==> config.mk <==
export PLATFORM = sky130hd
export DESIGN_NAME = relr_relocation_expander_top
export DESIGN_NICKNAME = d
export VERILOG_FILES = /design/src/relr_pkg.sv /design/src/relr_ctrl.sv /design/src/relr_datapath.sv /design/src/relr_relocation_expander_top.sv
export SDC_FILE = /design/constraint.sdc
export NUM_CORES = 1
export LEC_CHECK = 0
export ABC_AREA = 1
export BUFFER_PORTS_ARGS = -buffer_cell sky130_fd_sc_hd__buf_2
export CORE_MARGIN = 2
export CORE_UTILIZATION = 60
export CTS_BUF_LIST = sky130_fd_sc_hd__clkbuf_16
export CTS_CLUSTER_DIAMETER = 100
export DETAILED_ROUTE_END_ITERATION = 7
export GPL_TIMING_DRIVEN = 0
export PLACE_DENSITY = 0.81
export SYNTH_ARGS = -nofsm -noshare
export SYNTH_HDL_FRONTEND = slang
export SYNTH_SLANG_ARGS = --single-unit
==> constraint.sdc <==
create_clock -name clock -period 8 [get_ports clock]
set_clock_uncertainty 0.15 [all_clocks]
set_input_delay 0.4 -clock clock [delete_from_list [all_inputs] [get_ports clock]]
set_output_delay 0.4 -clock clock [all_outputs]
set_load 0.01 [all_outputs]
==> src/relr_pkg.sv <==
// Package of the relocation expander: sizes, controller types and the bit index encoder.
package relr_pkg;

   localparam int WORD_BITS   = 64;
   localparam int ADDR_BITS   = 64;
   localparam int MAP_BITS    = WORD_BITS - 1;
   localparam int ENTRY_BYTES = WORD_BITS / 8;
   localparam int MAP_STRIDE  = MAP_BITS * ENTRY_BYTES;
   localparam int IDX_BITS    = $clog2(MAP_BITS);

   typedef enum logic {
      ST_IDLE,
      ST_SCAN
   } state_type;

   typedef struct packed {
      logic take_offset;
      logic take_map;
      logic extract;
      logic emit;
      logic finish;
   } cmd_type;

   typedef struct packed {
      logic is_map;
      logic anchor;
      logic pend;
      logic map_zero;
      logic out_free;
   } status_type;

   // Encodes a one-hot vector into the position of its set bit.
   function automatic logic [IDX_BITS-1:0] onehot_index(input logic [MAP_BITS-1:0] onehot);
      logic [IDX_BITS-1:0] idx;
      idx = '0;
      for (int j = 0; j < MAP_BITS; j++) begin
         if (onehot[j]) begin
            idx = idx | IDX_BITS'(j);
         end
      end
      return idx;
   endfunction

endpackage

==> src/relr_ctrl.sv <==
// Controller state machine of the relocation expander.
module relr_ctrl (
   input  logic                 clock,
   input  logic                 reset,
   input  logic                 req_valid,
   output logic                 req_ready,
   input  relr_pkg::status_type status,
   output relr_pkg::cmd_type    cmd
);

   relr_pkg::state_type state_ff, state_in;

   always_ff @(posedge clock) begin
      if (reset) begin
         state_ff <= relr_pkg::ST_IDLE;
      end else begin
         state_ff <= state_in;
      end
   end

   always_comb begin
      state_in  = state_ff;
      cmd       = '0;
      req_ready = 1'b0;
      unique case (state_ff)
         relr_pkg::ST_IDLE: begin
            req_ready = 1'b1;
            if (req_valid) begin
               // A bitmap word without an anchor is taken and dropped.
               if (!status.is_map) begin
                  cmd.take_offset = 1'b1;
                  state_in        = relr_pkg::ST_SCAN;
               end else if (status.anchor) begin
                  cmd.take_map = 1'b1;
                  state_in     = relr_pkg::ST_SCAN;
               end
            end
         end
         relr_pkg::ST_SCAN: begin
            cmd.emit    = status.pend && status.out_free;
            cmd.extract = !status.map_zero && (!status.pend || status.out_free);
            cmd.finish  = status.map_zero && (!status.pend || status.out_free);
            if (cmd.finish) begin
               state_in = relr_pkg::ST_IDLE;
            end
         end
         default: begin
            state_in = relr_pkg::ST_IDLE;
         end
      endcase
   end

endmodule

==> src/relr_datapath.sv <==
// Datapath of the relocation expander: pointer, bitmap scan and output register.
module relr_datapath (
   input  logic                           clock,
   input  logic                           reset,
   input  logic                           csr_wr_en,
   input  logic [relr_pkg::ADDR_BITS-1:0] csr_wr_data,
   input  logic [63:0]                    req_packed_word,
   input  logic                           rsp_ready,
   input  relr_pkg::cmd_type              cmd,
   output relr_pkg::status_type           status,
   output logic                           rsp_valid,
   output logic [relr_pkg::ADDR_BITS-1:0] rsp_patch_address,
   output logic                           rsp_last_of_word
);

   logic [relr_pkg::ADDR_BITS-1:0] base_ff, base_in;
   logic [relr_pkg::ADDR_BITS-1:0] ptr_ff, ptr_in;
   logic                           anchor_ff, anchor_in;
   logic [relr_pkg::MAP_BITS-1:0]  map_ff, map_in;
   logic [relr_pkg::IDX_BITS-1:0]  idx_ff, idx_in;
   logic                           pend_ff, pend_in;
   logic                           big_step_ff, big_step_in;
   logic                           out_vld_ff, out_vld_in;
   logic [relr_pkg::ADDR_BITS-1:0] out_addr_ff, out_addr_in;
   logic                           out_last_ff, out_last_in;

   logic [relr_pkg::MAP_BITS-1:0]  lowest;
   logic [relr_pkg::MAP_BITS-1:0]  map_rest;
   logic [relr_pkg::IDX_BITS-1:0]  lowest_idx;
   logic [relr_pkg::ADDR_BITS-1:0] word_ext;
   logic                           map_zero;
   logic                           out_free;

   assign word_ext   = relr_pkg::ADDR_BITS'(req_packed_word[relr_pkg::WORD_BITS-1:0]);
   assign lowest     = map_ff & (~map_ff + relr_pkg::MAP_BITS'(1));
   assign map_rest   = map_ff & ~lowest;
   assign lowest_idx = relr_pkg::onehot_index(lowest);
   assign map_zero   = (map_ff == '0);
   assign out_free   = !out_vld_ff || rsp_ready;

   assign status.is_map   = req_packed_word[0];
   assign status.anchor   = anchor_ff;
   assign status.pend     = pend_ff;
   assign status.map_zero = map_zero;
   assign status.out_free = out_free;

   always_comb begin
      base_in     = base_ff;
      ptr_in      = ptr_ff;
      anchor_in   = anchor_ff;
      map_in      = map_ff;
      idx_in      = idx_ff;
      pend_in     = pend_ff;
      big_step_in = big_step_ff;
      out_vld_in  = out_vld_ff;
      out_addr_in = out_addr_ff;
      out_last_in = out_last_ff;

      if (csr_wr_en) begin
         base_in = csr_wr_data;
      end

      // An offset word runs through the scan as a single pending entry at index zero.
      if (cmd.take_offset) begin
         ptr_in      = base_ff + word_ext;
         idx_in      = '0;
         pend_in     = 1'b1;
         map_in      = '0;
         anchor_in   = 1'b1;
         big_step_in = 1'b0;
      end
      if (cmd.take_map) begin
         map_in      = req_packed_word[relr_pkg::WORD_BITS-1:1];
         pend_in     = 1'b0;
         big_step_in = 1'b1;
      end

      if (cmd.extract) begin
         idx_in  = lowest_idx;
         map_in  = map_rest;
         pend_in = 1'b1;
      end else if (cmd.emit) begin
         pend_in = 1'b0;
      end

      if (cmd.finish) begin
         ptr_in = ptr_ff + (big_step_ff ? relr_pkg::ADDR_BITS'(relr_pkg::MAP_STRIDE)
                                        : relr_pkg::ADDR_BITS'(relr_pkg::ENTRY_BYTES));
      end

      if (cmd.emit) begin
         out_vld_in  = 1'b1;
         out_addr_in = ptr_ff + relr_pkg::ADDR_BITS'(idx_ff)
                              * relr_pkg::ADDR_BITS'(relr_pkg::ENTRY_BYTES);
         out_last_in = map_zero;
      end else if (rsp_ready) begin
         out_vld_in = 1'b0;
      end
   end

   always_ff @(posedge clock) begin
      if (reset) begin
         base_ff    <= '0;
         ptr_ff     <= '0;
         anchor_ff  <= 1'b0;
         pend_ff    <= 1'b0;
         out_vld_ff <= 1'b0;
      end else begin
         base_ff    <= base_in;
         ptr_ff     <= ptr_in;
         anchor_ff  <= anchor_in;
         pend_ff    <= pend_in;
         out_vld_ff <= out_vld_in;
      end
      map_ff      <= map_in;
      idx_ff      <= idx_in;
      big_step_ff <= big_step_in;
      out_addr_ff <= out_addr_in;
      out_last_ff <= out_last_in;
   end

   assign rsp_valid         = out_vld_ff;
   assign rsp_patch_address = out_addr_ff;
   assign rsp_last_of_word  = out_last_ff;

endmodule

==> src/relr_relocation_expander_top.sv <==
// Top level of the relative relocation expander: controller and datapath.
//
//   channel   direction  handshake              payload
//   req       in         req_valid/req_ready    req_packed_word
//   rsp       out        rsp_valid/rsp_ready    rsp_patch_address, rsp_last_of_word
//   csr       in         csr_wr_en              csr_wr_data (load base)
//
// An offset word yields a single patch address; a bitmap word yields one per set bit
// (none when empty, and the word is dropped when no offset has been seen yet).
// The lowest-set-bit unit hands out one bitmap index per cycle to the output register while that register is free.
// Synchronous reset clears the load base, the running pointer, the anchor flag, the pending flag and the output valid.
// A stall on rsp_ready holds the scan until the output register frees up.
module relr_relocation_expander_top (
   input  logic                           clock,
   input  logic                           reset,
   input  logic                           csr_wr_en,
   input  logic [relr_pkg::ADDR_BITS-1:0] csr_wr_data,
   input  logic                           req_valid,
   output logic                           req_ready,
   input  logic [63:0]                    req_packed_word,
   output logic                           rsp_valid,
   input  logic                           rsp_ready,
   output logic [relr_pkg::ADDR_BITS-1:0] rsp_patch_address,
   output logic                           rsp_last_of_word
);

   relr_pkg::cmd_type    cmd;
   relr_pkg::status_type status;

   relr_ctrl u_ctrl (
      .clock     (clock),
      .reset     (reset),
      .req_valid (req_valid),
      .req_ready (req_ready),
      .status    (status),
      .cmd       (cmd)
   );

   relr_datapath u_datapath (
      .clock             (clock),
      .reset             (reset),
      .csr_wr_en         (csr_wr_en),
      .csr_wr_data       (csr_wr_data),
      .req_packed_word   (req_packed_word),
      .rsp_ready         (rsp_ready),
      .cmd               (cmd),
      .status            (status),
      .rsp_valid         (rsp_valid),
      .rsp_patch_address (rsp_patch_address),
      .rsp_last_of_word  (rsp_last_of_word)
   );

endmodule

# Word level (Yosys, flattened, before mapping)
# Index checks and enable logic that the tools add are counted.
op_classes:
  n_addsub: 4
  n_reduce_logical: 15
  muxes: 105
  bitwise_logic: 5
  eq_ne: 3
ops:
  columns: ["cell", "count"]
  rows:
  - ["6-bit 2-to-1 mux", 33]
  - ["63-bit 2-to-1 mux", 3]
  - ["64-bit adder", 2]
  - ["64-bit 2-to-1 mux", 2]
  - ["63-bit AND", 2]
  - ["63-bit NOT", 2]
  - ["5-bit 2-to-1 mux", 16]
  - ["64-bit by 9-bit adder with 64-bit output", 1]
  - ["63-bit by 1-bit adder with 63-bit output, second input constant", 1]
  - ["63-bit logical NOT", 1]
  - ["4-bit 2-to-1 mux", 8]
  - ["1-bit 2-to-1 mux", 31]
  - ["3-bit 2-to-1 mux", 5]
  - ["2-bit 2-to-1 mux", 5]
  - ["9-bit 2-to-1 mux", 1]
  - ["2-bit nonzero test", 3]
  - ["4-bit by 2-bit inequality test with 1-bit output, second input constant", 1]
  - ["4-bit nonzero test", 1]
  - ["1-bit logical AND", 3]
  - ["1-bit logical NOT", 3]
  - ["3-bit by 2-bit inequality test with 1-bit output, second input constant", 1]
  - ["3-bit AND reduction", 1]
  - ["3-bit nonzero test", 1]
  - ["1-bit logical OR", 2]
  - ["3 further kinds", 3]
word_totals:
  input_bits: 133
  word_cells: 143
  ff_bits: 267
  out_inout_bits: 67

# Longest topological paths before layout
# Gate-level depths: netlist of run 1.
depth:
  ltp_word: 66
  mapped_depth: 17
  mapped_depth_nobuf: 17

# Modules after synthesis
# A second synthesis of run 1 with hierarchy kept.
unflattened:
  cells_unflattened: 2998
  hier_area_um2: 20076.8
by_module_without_submodules:
  columns: ["mod", "instances", "cells_each", "seq_area_each_um2", "area_each_um2"]
  rows:
  - ["relr_datapath", 1, 2975, 6666.4, 19960.4]
  - ["relr_ctrl", 1, 23, 20.0, 116.4]

# Worst setup path before layout of run 1
# OpenSTA, ideal clock, no wires.
synth_path:
  path_type: "register to register"
  from: "register u_datapath.map_ff[34] (netlist name)"
  to: "register u_datapath.map_ff[0] (netlist name) (enable)"
  path_stages_with_launch: 9
  arrival_time_ps: 2882
  synth_period_minus_slack_ps: 3880
  setup_ps: 848
  t_required_ps: 7002
  path_slack_ps: 4120
  n_path_buf: 0
  cell_sequence: "edfxtp_1 nor2_4 nand3_2 nor2_4 nand3b_2 nor2_4 nand3_2 nand2_1 nand3_1"
synth_via:
  elab_chain_cells: 5
synth_lines:
  columns: ["item", "line", "text"]
  rows:
  - ["start: declaration", "relr_datapath.sv:19", "logic [relr_pkg::MAP_BITS-1:0] map_ff, map_in;"]
  - ["start signal: assignment", "relr_datapath.sv:115", "map_ff <= map_in;"]
  - ["63-bit logical NOT", "relr_datapath.sv:38", "assign map_zero = (map_ff == '0);"]
  - ["1-bit logical NOT", "relr_ctrl.sv:41", "cmd.extract = !status.map_zero && (!status.pend || status.out_free);"]
  - ["1-bit logical AND", "relr_ctrl.sv:41", null]
  - ["3-bit 2-to-1 mux", "relr_ctrl.sv:25", "unique case (state_ff)"]
  - ["3-bit nonzero test (no source line)", null, null]
# Every way passes these cells.
# A chain may end at the register's enable or synchronous reset.

# Worst setup path in the final report of run 1
layout_path:
  from: "register u_datapath.map_ff[8] (netlist name)"
  to: "register u_datapath.pend_ff"
layout_via:
  elab_chain_cells: 5
  word_cells_on_any_way: 6
  classes_between: "mux (2); reduce/logical (4)"
layout_lines:
  columns: ["item", "line", "text"]
  rows:
  - ["63-bit logical NOT (*)", "relr_datapath.sv:38", null]
  - ["1-bit logical NOT (*)", "relr_ctrl.sv:41", null]
  - ["1-bit logical AND (*)", "relr_ctrl.sv:41", null]
  - ["3-bit 2-to-1 mux (*)", "relr_ctrl.sv:25", null]
  - ["4-bit nonzero test (no source line) / 1-bit 2-to-1 mux (equally long branches)", null, null]
  - ["end signal: assignment", "relr_datapath.sv:112", "pend_ff <= pend_in;"]
  - ["end: declaration", "relr_datapath.sv:21", "logic pend_ff, pend_in;"]
# Mark *: on every way between the ends. The rest lies on a longest branch, timed or not.

==> impl_results.md, run 1 <==
- Most common cell in the netlist: nand2_1
- HP Class: input port to register
- Vias in the first global route: 20.29k
- Sequential Power Share: 42.7%
- Comb power frac: 22.9%
- DR WL/cell: 22.50 um
- Die X: 182.5 um
- P per Cell Area: approximately 170 nW/um^2
- Critical path class: register to register
- Starting Density: between 60% and 70%
- Tmin final: approximately 3700 ps
- #FFs+latches synth: 267
- Cell Area, Synth: 19120 sq um
- P_sw: around 1.3 mW
- EDFF count, synth: roughly 130
- P&R area growth vs syn: 16.72%
- Pwr Total: just under 4 mW
- CTS Buf Count: 29
- Sw Ratio: 33.43%
- Placed insts: roughly 3.3k
- Root buf cell: clkbuf_16
- Syn_nets: roughly 2.9k
- Yosys top cell area share: between 20% and 30%
- Initial antenna violation count: 2
- Slew @ Worst Pin: about 1000 ps
- F_max: approximately 270 MHz
- Worst-path clk slew: 70 ps
- DRC Markers: 0
- Final Cycle Share: between 40% and 50%
- Clk network pwr share: between 30 and 40%
- Worst EP arrival: a little over 4000 ps
- Design Area, Final: about 22000 sq um
- Worst skew pair latency: 600 ps
- Cell taking the most area after synthesis: edfxtp_1
- Row count: 65
- RSZ-0062 raised after global routing: false
- Via density per instance: between 6 and 7
- Final antenna-violating net count: 0
- Clk sinks: around 270
- Relative max-transition margin: roughly a third
- Synth unique cells: 56
- Static Leak: between 9 and 10 nW
- Top_reg_cell synth: edfxtp_1
- WHS Path Cells: 3
- Global-route wire length before repair: approximately 120000 um
- VDD IR max: 183.5 uV
- Dominant cells by area after synthesis: edfxtp_1 (21%), dfxtp_1 (14%), nand2_1 (8.4%)
- Place WS: between 4000 and 5000 ps
- CORE AREA: between 30000 and 40000 sq um
- GP Congestion: around 1.1
- CTS tree: built
- Synthesized area per cell: between 7 and 8 sq um
- Post-synth ARST share: 0%
- Ys Warns: 0
- DRT Pass-1 Iters: 7
- Critical path launch point type: register
- Die Area: between 30000 and 40000 sq um
- Port Buffer Count: 197
- Number of max-cap violations: 0
- Grt ovf: 0
- Worst endpoint required time: around 8400 ps
- Ports: 200
- Register area share after synthesis: around a third
- Via count: ~21k
- Final setup vio count: 0
- Crit end category: register
- CTS H-Tree Depth: 1
- Final cell count without fillers: between 3k and 4k
- Final Hold Fails: 0
- Crit path max fanout: 64
- Post-Synthesis Cells: approximately 2.7k
- Final core utilization: 70.89%
- Final Slew Violations: 0
- Setup WS post-layout: 4339 ps
- Int Power: roughly 2.6 mW
- Reg2reg path depth: 11
- DP HPWL: roughly 60000 um
- Setup Buffers After CTS: 0
- Placed inst area: 20660 sq um
- Status: complete, no violations
- Post-Route WL: ~76000 um
- Hold slack: about 2 ps
- Total GRT Usage: between 40% and 50%
- Detailed Route Iter0 Violations: around 2.6k
- Net count, final: about 3.2k
- Largest buffer count on any clock path: 3
- Largest net degree at the start of global routing: 65
- DIE HEIGHT: around 180 um
- Fraction of layout instances using a drive strength above 1: 11.99%
- Most frequent cells after synthesis: nand2_1 (429), nor2_1 (417), inv_1 (304), o21ai_0 (241), a21oi_1 (185)
- Setup tns final: 0 ps
## cell usage in the layout, fill, tap and decap left out, types with 12 or more instances in the layout
master	n
a21o_1	12
a21oi_1	185
a31oi_1	24
a32o_1	32
buf_2	211
clkbuf_1	45
clkbuf_16	30
dfxtp_1	133
dlygate4sd3_1	72
edfxtp_1	134
ha_1	74
inv_1	309
inv_2	16
nand2_1	429
nand3_1	144
nand3b_1	13
nand4_1	57
nor2_1	416
nor2_2	17
nor2_4	15
nor3_1	68
nor4_1	19
o21ai_0	241
o21bai_1	17
o31ai_1	17
xnor2_1	22
xor2_1	107
## cells by family (layout without fill, tap and decap cells)
family / after synthesis / count (layout) / synth area share [%]
XOR/XNOR: 129 / 129 / 5.910
flip-flops: 267 / 267 / 34.98
other: 0 / 1 / 0
buffers and inverters: 390 / 715 / 7.940
adder cells (fa/ha/maj): 77 / 77 / 5.158
AO/OA/AOI/OAI: 575 / 575 / 17.28
AND/OR/NAND/NOR: 1223 / 1223 / 28.73
## worst max-delay path: stages (launching register included)
cell and delay (ps):
edfxtp_1 470, nor2_1 310, nand2_1 110, nor2_2 220, nand2_2 190, nor2_4 160, nand3_2 210, nand2_1 410
nand3_4 810, nor3_1 370, o21ai_0 110, inv_1 70
## cell type report
class | count | area (sq um)
Antenna cell | 1 | 2.502
Buffer | 68 | 309.0
Clock buffer | 30 | 750.7
Clock inverter | 24 | 177.7
Fill cell | 2578 | 9161
Inverter | 322 | 1209
Multi-Input combinational cell | 2004 | 10940
Sequential cell | 267 | 6686
Tap cell | 402 | 503.0
Timing Repair Buffer | 271 | 1738
## final timing paths
path	to	from	slack, ps
setup / recovery	u_datapath.pend_ff	u_datapath.map_ff[8]	4340
setup reg to reg	u_datapath.pend_ff	u_datapath.map_ff[8]	4340
hold reg to reg	u_datapath.rsp_patch_address[1]	u_datapath.ptr_ff[1]	300
hold / removal	u_datapath.map_ff[12]	req_packed_word[13]	2
## sequential cells by signal, summed over array words and instances, names as in the netlist, 6 cells and up
signal,count
u_datapath.rsp_patch_address,64
u_datapath.map_ff,63
u_datapath.ptr_ff,64
u_datapath.idx_ff,6
u_datapath.base_ff,64
## layer usage
| metal | global-route usage [%] | part of all wire, % |
|---|---|---|
| met1 | 56.14 | 37 |
| met2 | 70.49 | 43 |
| met3 | 8.421 | 11 |
| met4 | 32.23 | 8.5 |
| met5 | 0 | 0.017 |
## power groups by stage
stage                     clock network [mW]  registers [mW]  logic (mW)
after CTS                               1.33            1.65       0.843
after detailed placement                   0            1.68       0.808
after floorplan                            0            1.65       0.531
after global routing                    1.38            1.66       0.955
final                                   1.34            1.66       0.888
after global placement                     0            1.68       0.786
## timing repair
item                       CTS  global route
setup endpoints to repair    0             0
hold buffers                72             0
gates resized for setup      0             0
hold endpoints to repair    72             0
(Power assumes the default switching activity.)
==> inputs of run 2 (changes only) <==
--- a/config.mk
+++ b/config.mk
@@ -5,15 +5,15 @@
 export SDC_FILE = /design/constraint.sdc
 export NUM_CORES = 1
 export LEC_CHECK = 0
-export ABC_AREA = 1
+export ABC_AREA = 0
 export BUFFER_PORTS_ARGS = -buffer_cell sky130_fd_sc_hd__buf_2
 export CORE_MARGIN = 2
-export CORE_UTILIZATION = 60
+export CORE_UTILIZATION = 54
 export CTS_BUF_LIST = sky130_fd_sc_hd__clkbuf_16
 export CTS_CLUSTER_DIAMETER = 100
 export DETAILED_ROUTE_END_ITERATION = 7
 export GPL_TIMING_DRIVEN = 0
-export PLACE_DENSITY = 0.81
+export PLACE_DENSITY = 0.78
 export SYNTH_ARGS = -nofsm -noshare
 export SYNTH_HDL_FRONTEND = slang
 export SYNTH_SLANG_ARGS = --single-unit
==> constraint.sdc (replaced) <==
create_clock -name clock -period 3.17 [get_ports clock]
set_clock_uncertainty 0.15 [all_clocks]
set_input_delay 0.1585 -clock clock [delete_from_list [all_inputs] [get_ports clock]]
set_output_delay 0.1585 -clock clock [all_outputs]
set_load 0.01 [all_outputs]
==> impl_results.md, run 2 <==
- Reg2reg path depth: 11
- Worst-path clk slew: roughly 60 ps
- CP endpoint: u_datapath.map_ff[45]
- Worst R2R Setup Slack: -540 ps
- Syn_nets: 2176
- Net count, final: approximately 2.7k
- Clk sinks: about 270
- Largest buffer count on any clock path: 3
- Final setup vio count: 200
- Synthesized area per cell: between 8 and 9 sq um
- Ys Warns: 0
- Comb power frac: 24.3%
- Final antenna-violating net count: 0
- R2R Path End: u_datapath.map_ff[45]
- Vias in the first global route: 18.07k
- Setup WS post-layout: -539.4 ps
- GP Congestion: between 1 and 1.5
- Worst EP arrival: 3890 ps
- Final Slew Violations: 0
- WHS Path Cells: 3
- Row count: between 60 and 70
- Tmin final: around 3700 ps
- #FFs+latches synth: about 270
- DIE HEIGHT: around 180 um
- Relative max-transition margin: roughly 6.0%
- P&R area growth vs syn: 42.39%
- F_max: between 200 and 300 MHz
- P per Cell Area: roughly 420 nW/um^2
- Final Hold Fails: 0
- Worst endpoint required time: approximately 3400 ps
- P_sw: between 3 and 4 mW
- Static Leak: 10.01 nW
- EDFF count, synth: between 100 and 150
- Ports: 200
- Detailed Route Iter0 Violations: between 2k and 3k
- Placed insts: ~2.6k
- Post-synth ARST share: 0%
- Status: finished, violations left
- RSZ-0062 raised after global routing: true
- Post-Synthesis Cells: 1966
- CTS tree: built
- Die Area: ~33000 sq um
- Critical path class: register to register
- Register area share after synthesis: 39.05%
- DP HPWL: 46840 um
- Dominant cells by area after synthesis: edfxtp_1 (24%), dfxtp_1 (16%), ha_1 (5.4%)
- Sequential Power Share: roughly two fifths
- Root buf cell: clkbuf_16
- Starting Density: between 50% and 60%
- Global-route wire length before repair: 107200 um
- CP max stage cell: or4_4
- Die X: between 150 and 200 um
- Fraction of layout instances using a drive strength above 1: between 20% and 30%
- Worst r2r src: u_datapath.map_ff[27]
- Int Power: approximately 6.9 mW
- Final Cycle Share: 117.0%
- DRC Markers: 0
- Worst skew pair latency: between 500 and 600 ps
- Initial antenna violation count: 4
- Failing checks: setup timing
- Top_reg_cell synth: edfxtp_1
- Sw Ratio: between 30% and 40%
- HP Class: input port to register
- Largest stage delay, worst path: roughly 570 ps
- CTS Buf Count: 30
- Final cell count without fillers: about 2.9k
- Most common cell in the netlist: nor2_1
- Most common cell after layout, fill and taps aside: nor2_1
- VDD IR max: around 470 uV
- Most frequent cells after synthesis: nor2_1 (233), nand2_1 (197), a21oi_1 (164), edfxtp_1 (134), dfxtp_1 (133)
- Slew @ Worst Pin: between 1000 and 1500 ps
- DRT Pass-1 Iters: 7
- Number of max-cap violations: 0
- CTS H-Tree Depth: 1
- Cell Area, Synth: approximately 17000 sq um
- Yosys top cell area share: a little under a quarter
- Total GRT Usage: 42.18%
- Crit end category: register
- Critical path launch point type: register
- CP cell instances: or4_4 -> nor4_4 -> and4_4 -> and4_1 -> buf_6 -> nand2_4 -> or3_4 -> o21ai_4 -> buf_12 -> nand3_4 -> clkbuf_16
- Crit path max fanout: 8
- Largest net degree at the start of global routing: 39
- Cell taking the most area after synthesis: edfxtp_1
- Via count: around 19k
- Port Buffer Count: just under 200
- Clk network pwr share: between 30 and 40%
- Via density per instance: around 6.7
- Pwr Total: a little over 10 mW
- Crit path from: u_datapath.map_ff[27]
- Post-Route WL: between 70000 and 80000 um
- Most frequent cells in the layout: nor2_1 (207), buf_2 (201), nand2_1 (183)
- DR WL/cell: about 26 um
- CORE AREA: 31390 sq um
- Synth unique cells: 81
- Grt ovf: 0
==> run 2: cell types whose count changed in the layout (fill, tap and decap cells not counted), sizes merged, moves of 21 or more <==
cell / delta
mux2i: +67
nor2: -213
a21o: +31
nand3: -93
inv: -259
buf: +137
and3: +21
xnor2: +45
o21ai: -129
dlygate4sd3: +57
a21oi: -21
nand2: -241
xor2: -58
nand4: -23
==> run 2: per-layer routing <==
layer  track usage (%)  vias up  wire (um)
met5                 0        -         13
met2             66.21     1573      33080
li1                  -     8305          -
met4             25.97        2       6411
met1             54.42     8974      27400
met3             7.404      465       8644
==> run 2: through the flow <==
step	cell area [sq um]	util (%)	hold slack, ps	setup WS, ps	TNS (ps)
2_1_floorplan	17200	-	155.9	-590.1	-42190
5_1_grt	24380	77.66	45.64	-587.9	-83700
4_1_cts	23230	74.00	0.3469	-451.2	-65270
3_5_place_dp	18710	59.61	250.3	-1696	-224550
3_3_place_gp	18690	59.53	242.4	-1708	-230630
6_report	24380	77.66	71.20	-539.4	-73140
==> run 2: what timing repair did <==
action                                  in CTS  in global routing
endpoints found under the setup margin     230                236
setup buffers                               96                 47
gates cloned                                15                  4
pin swaps                                  125                 83
resized for setup                          322                216
hold buffers                               129                  0
endpoints found under the hold margin      131                  0
==> run 2: final cells by class <==
cell class	instances	area [sq um]
antenna	2	5.005
tap	402	503.0
buffer	74	480.5
clock buffer	31	775.7
sequential	267	6691
timing repair buffer	475	3946
fill	2040	7012
clock inverter	25	206.4
multi-input combinational	1550	11540
inverter	61	229.0
==> run 2: kinds of logic after synthesis <==
| group | Yosys count | share of synthesized area (%) |
|---|---|---|
| AOI/OAI and AO/OA | 553 | 21.23 |
| xor gates and xnor gates | 116 | 5.933 |
| adders and majority gates | 77 | 5.758 |
| buffers and inverters | 153 | 3.705 |
| DFF | 267 | 39.05 |
| muxes | 72 | 4.245 |
| and+or+nand+nor | 728 | 20.08 |
==> run 2: power by group through the flow <==
stage / clock (mW) / sequential [mW] / combinational [mW]
final: 3.55 / 4.25 / 2.50
after CTS: 3.52 / 4.20 / 2.19
after detailed placement: 0 / 4.27 / 1.77
after global routing: 3.67 / 4.26 / 2.62
after global placement: 0 / 4.26 / 1.74
after floorplan: 0 / 4.18 / 1.20
==> run 2: critical path: cells and delay by family (launching register included) <==
family                 cells  cell delay [ps]
AOI/OAI and AO/OA          1              240
and+or+nand+nor            7             2080
DFF                        1              400
buffers and inverters      3              580
==> run 2: worst min-delay path by stage <==
stage,from,to,slack [ps]
floorplan,csr_wr_data[0],u_datapath.base_ff[0],160
global placement,csr_wr_data[3],u_datapath.base_ff[3],240
detailed placement,csr_wr_data[32],u_datapath.base_ff[32],250
CTS,reset,u_datapath.ptr_ff[58],0.3
global route,reset,u_datapath.ptr_ff[58],50
finish,reset,u_datapath.ptr_ff[58],70
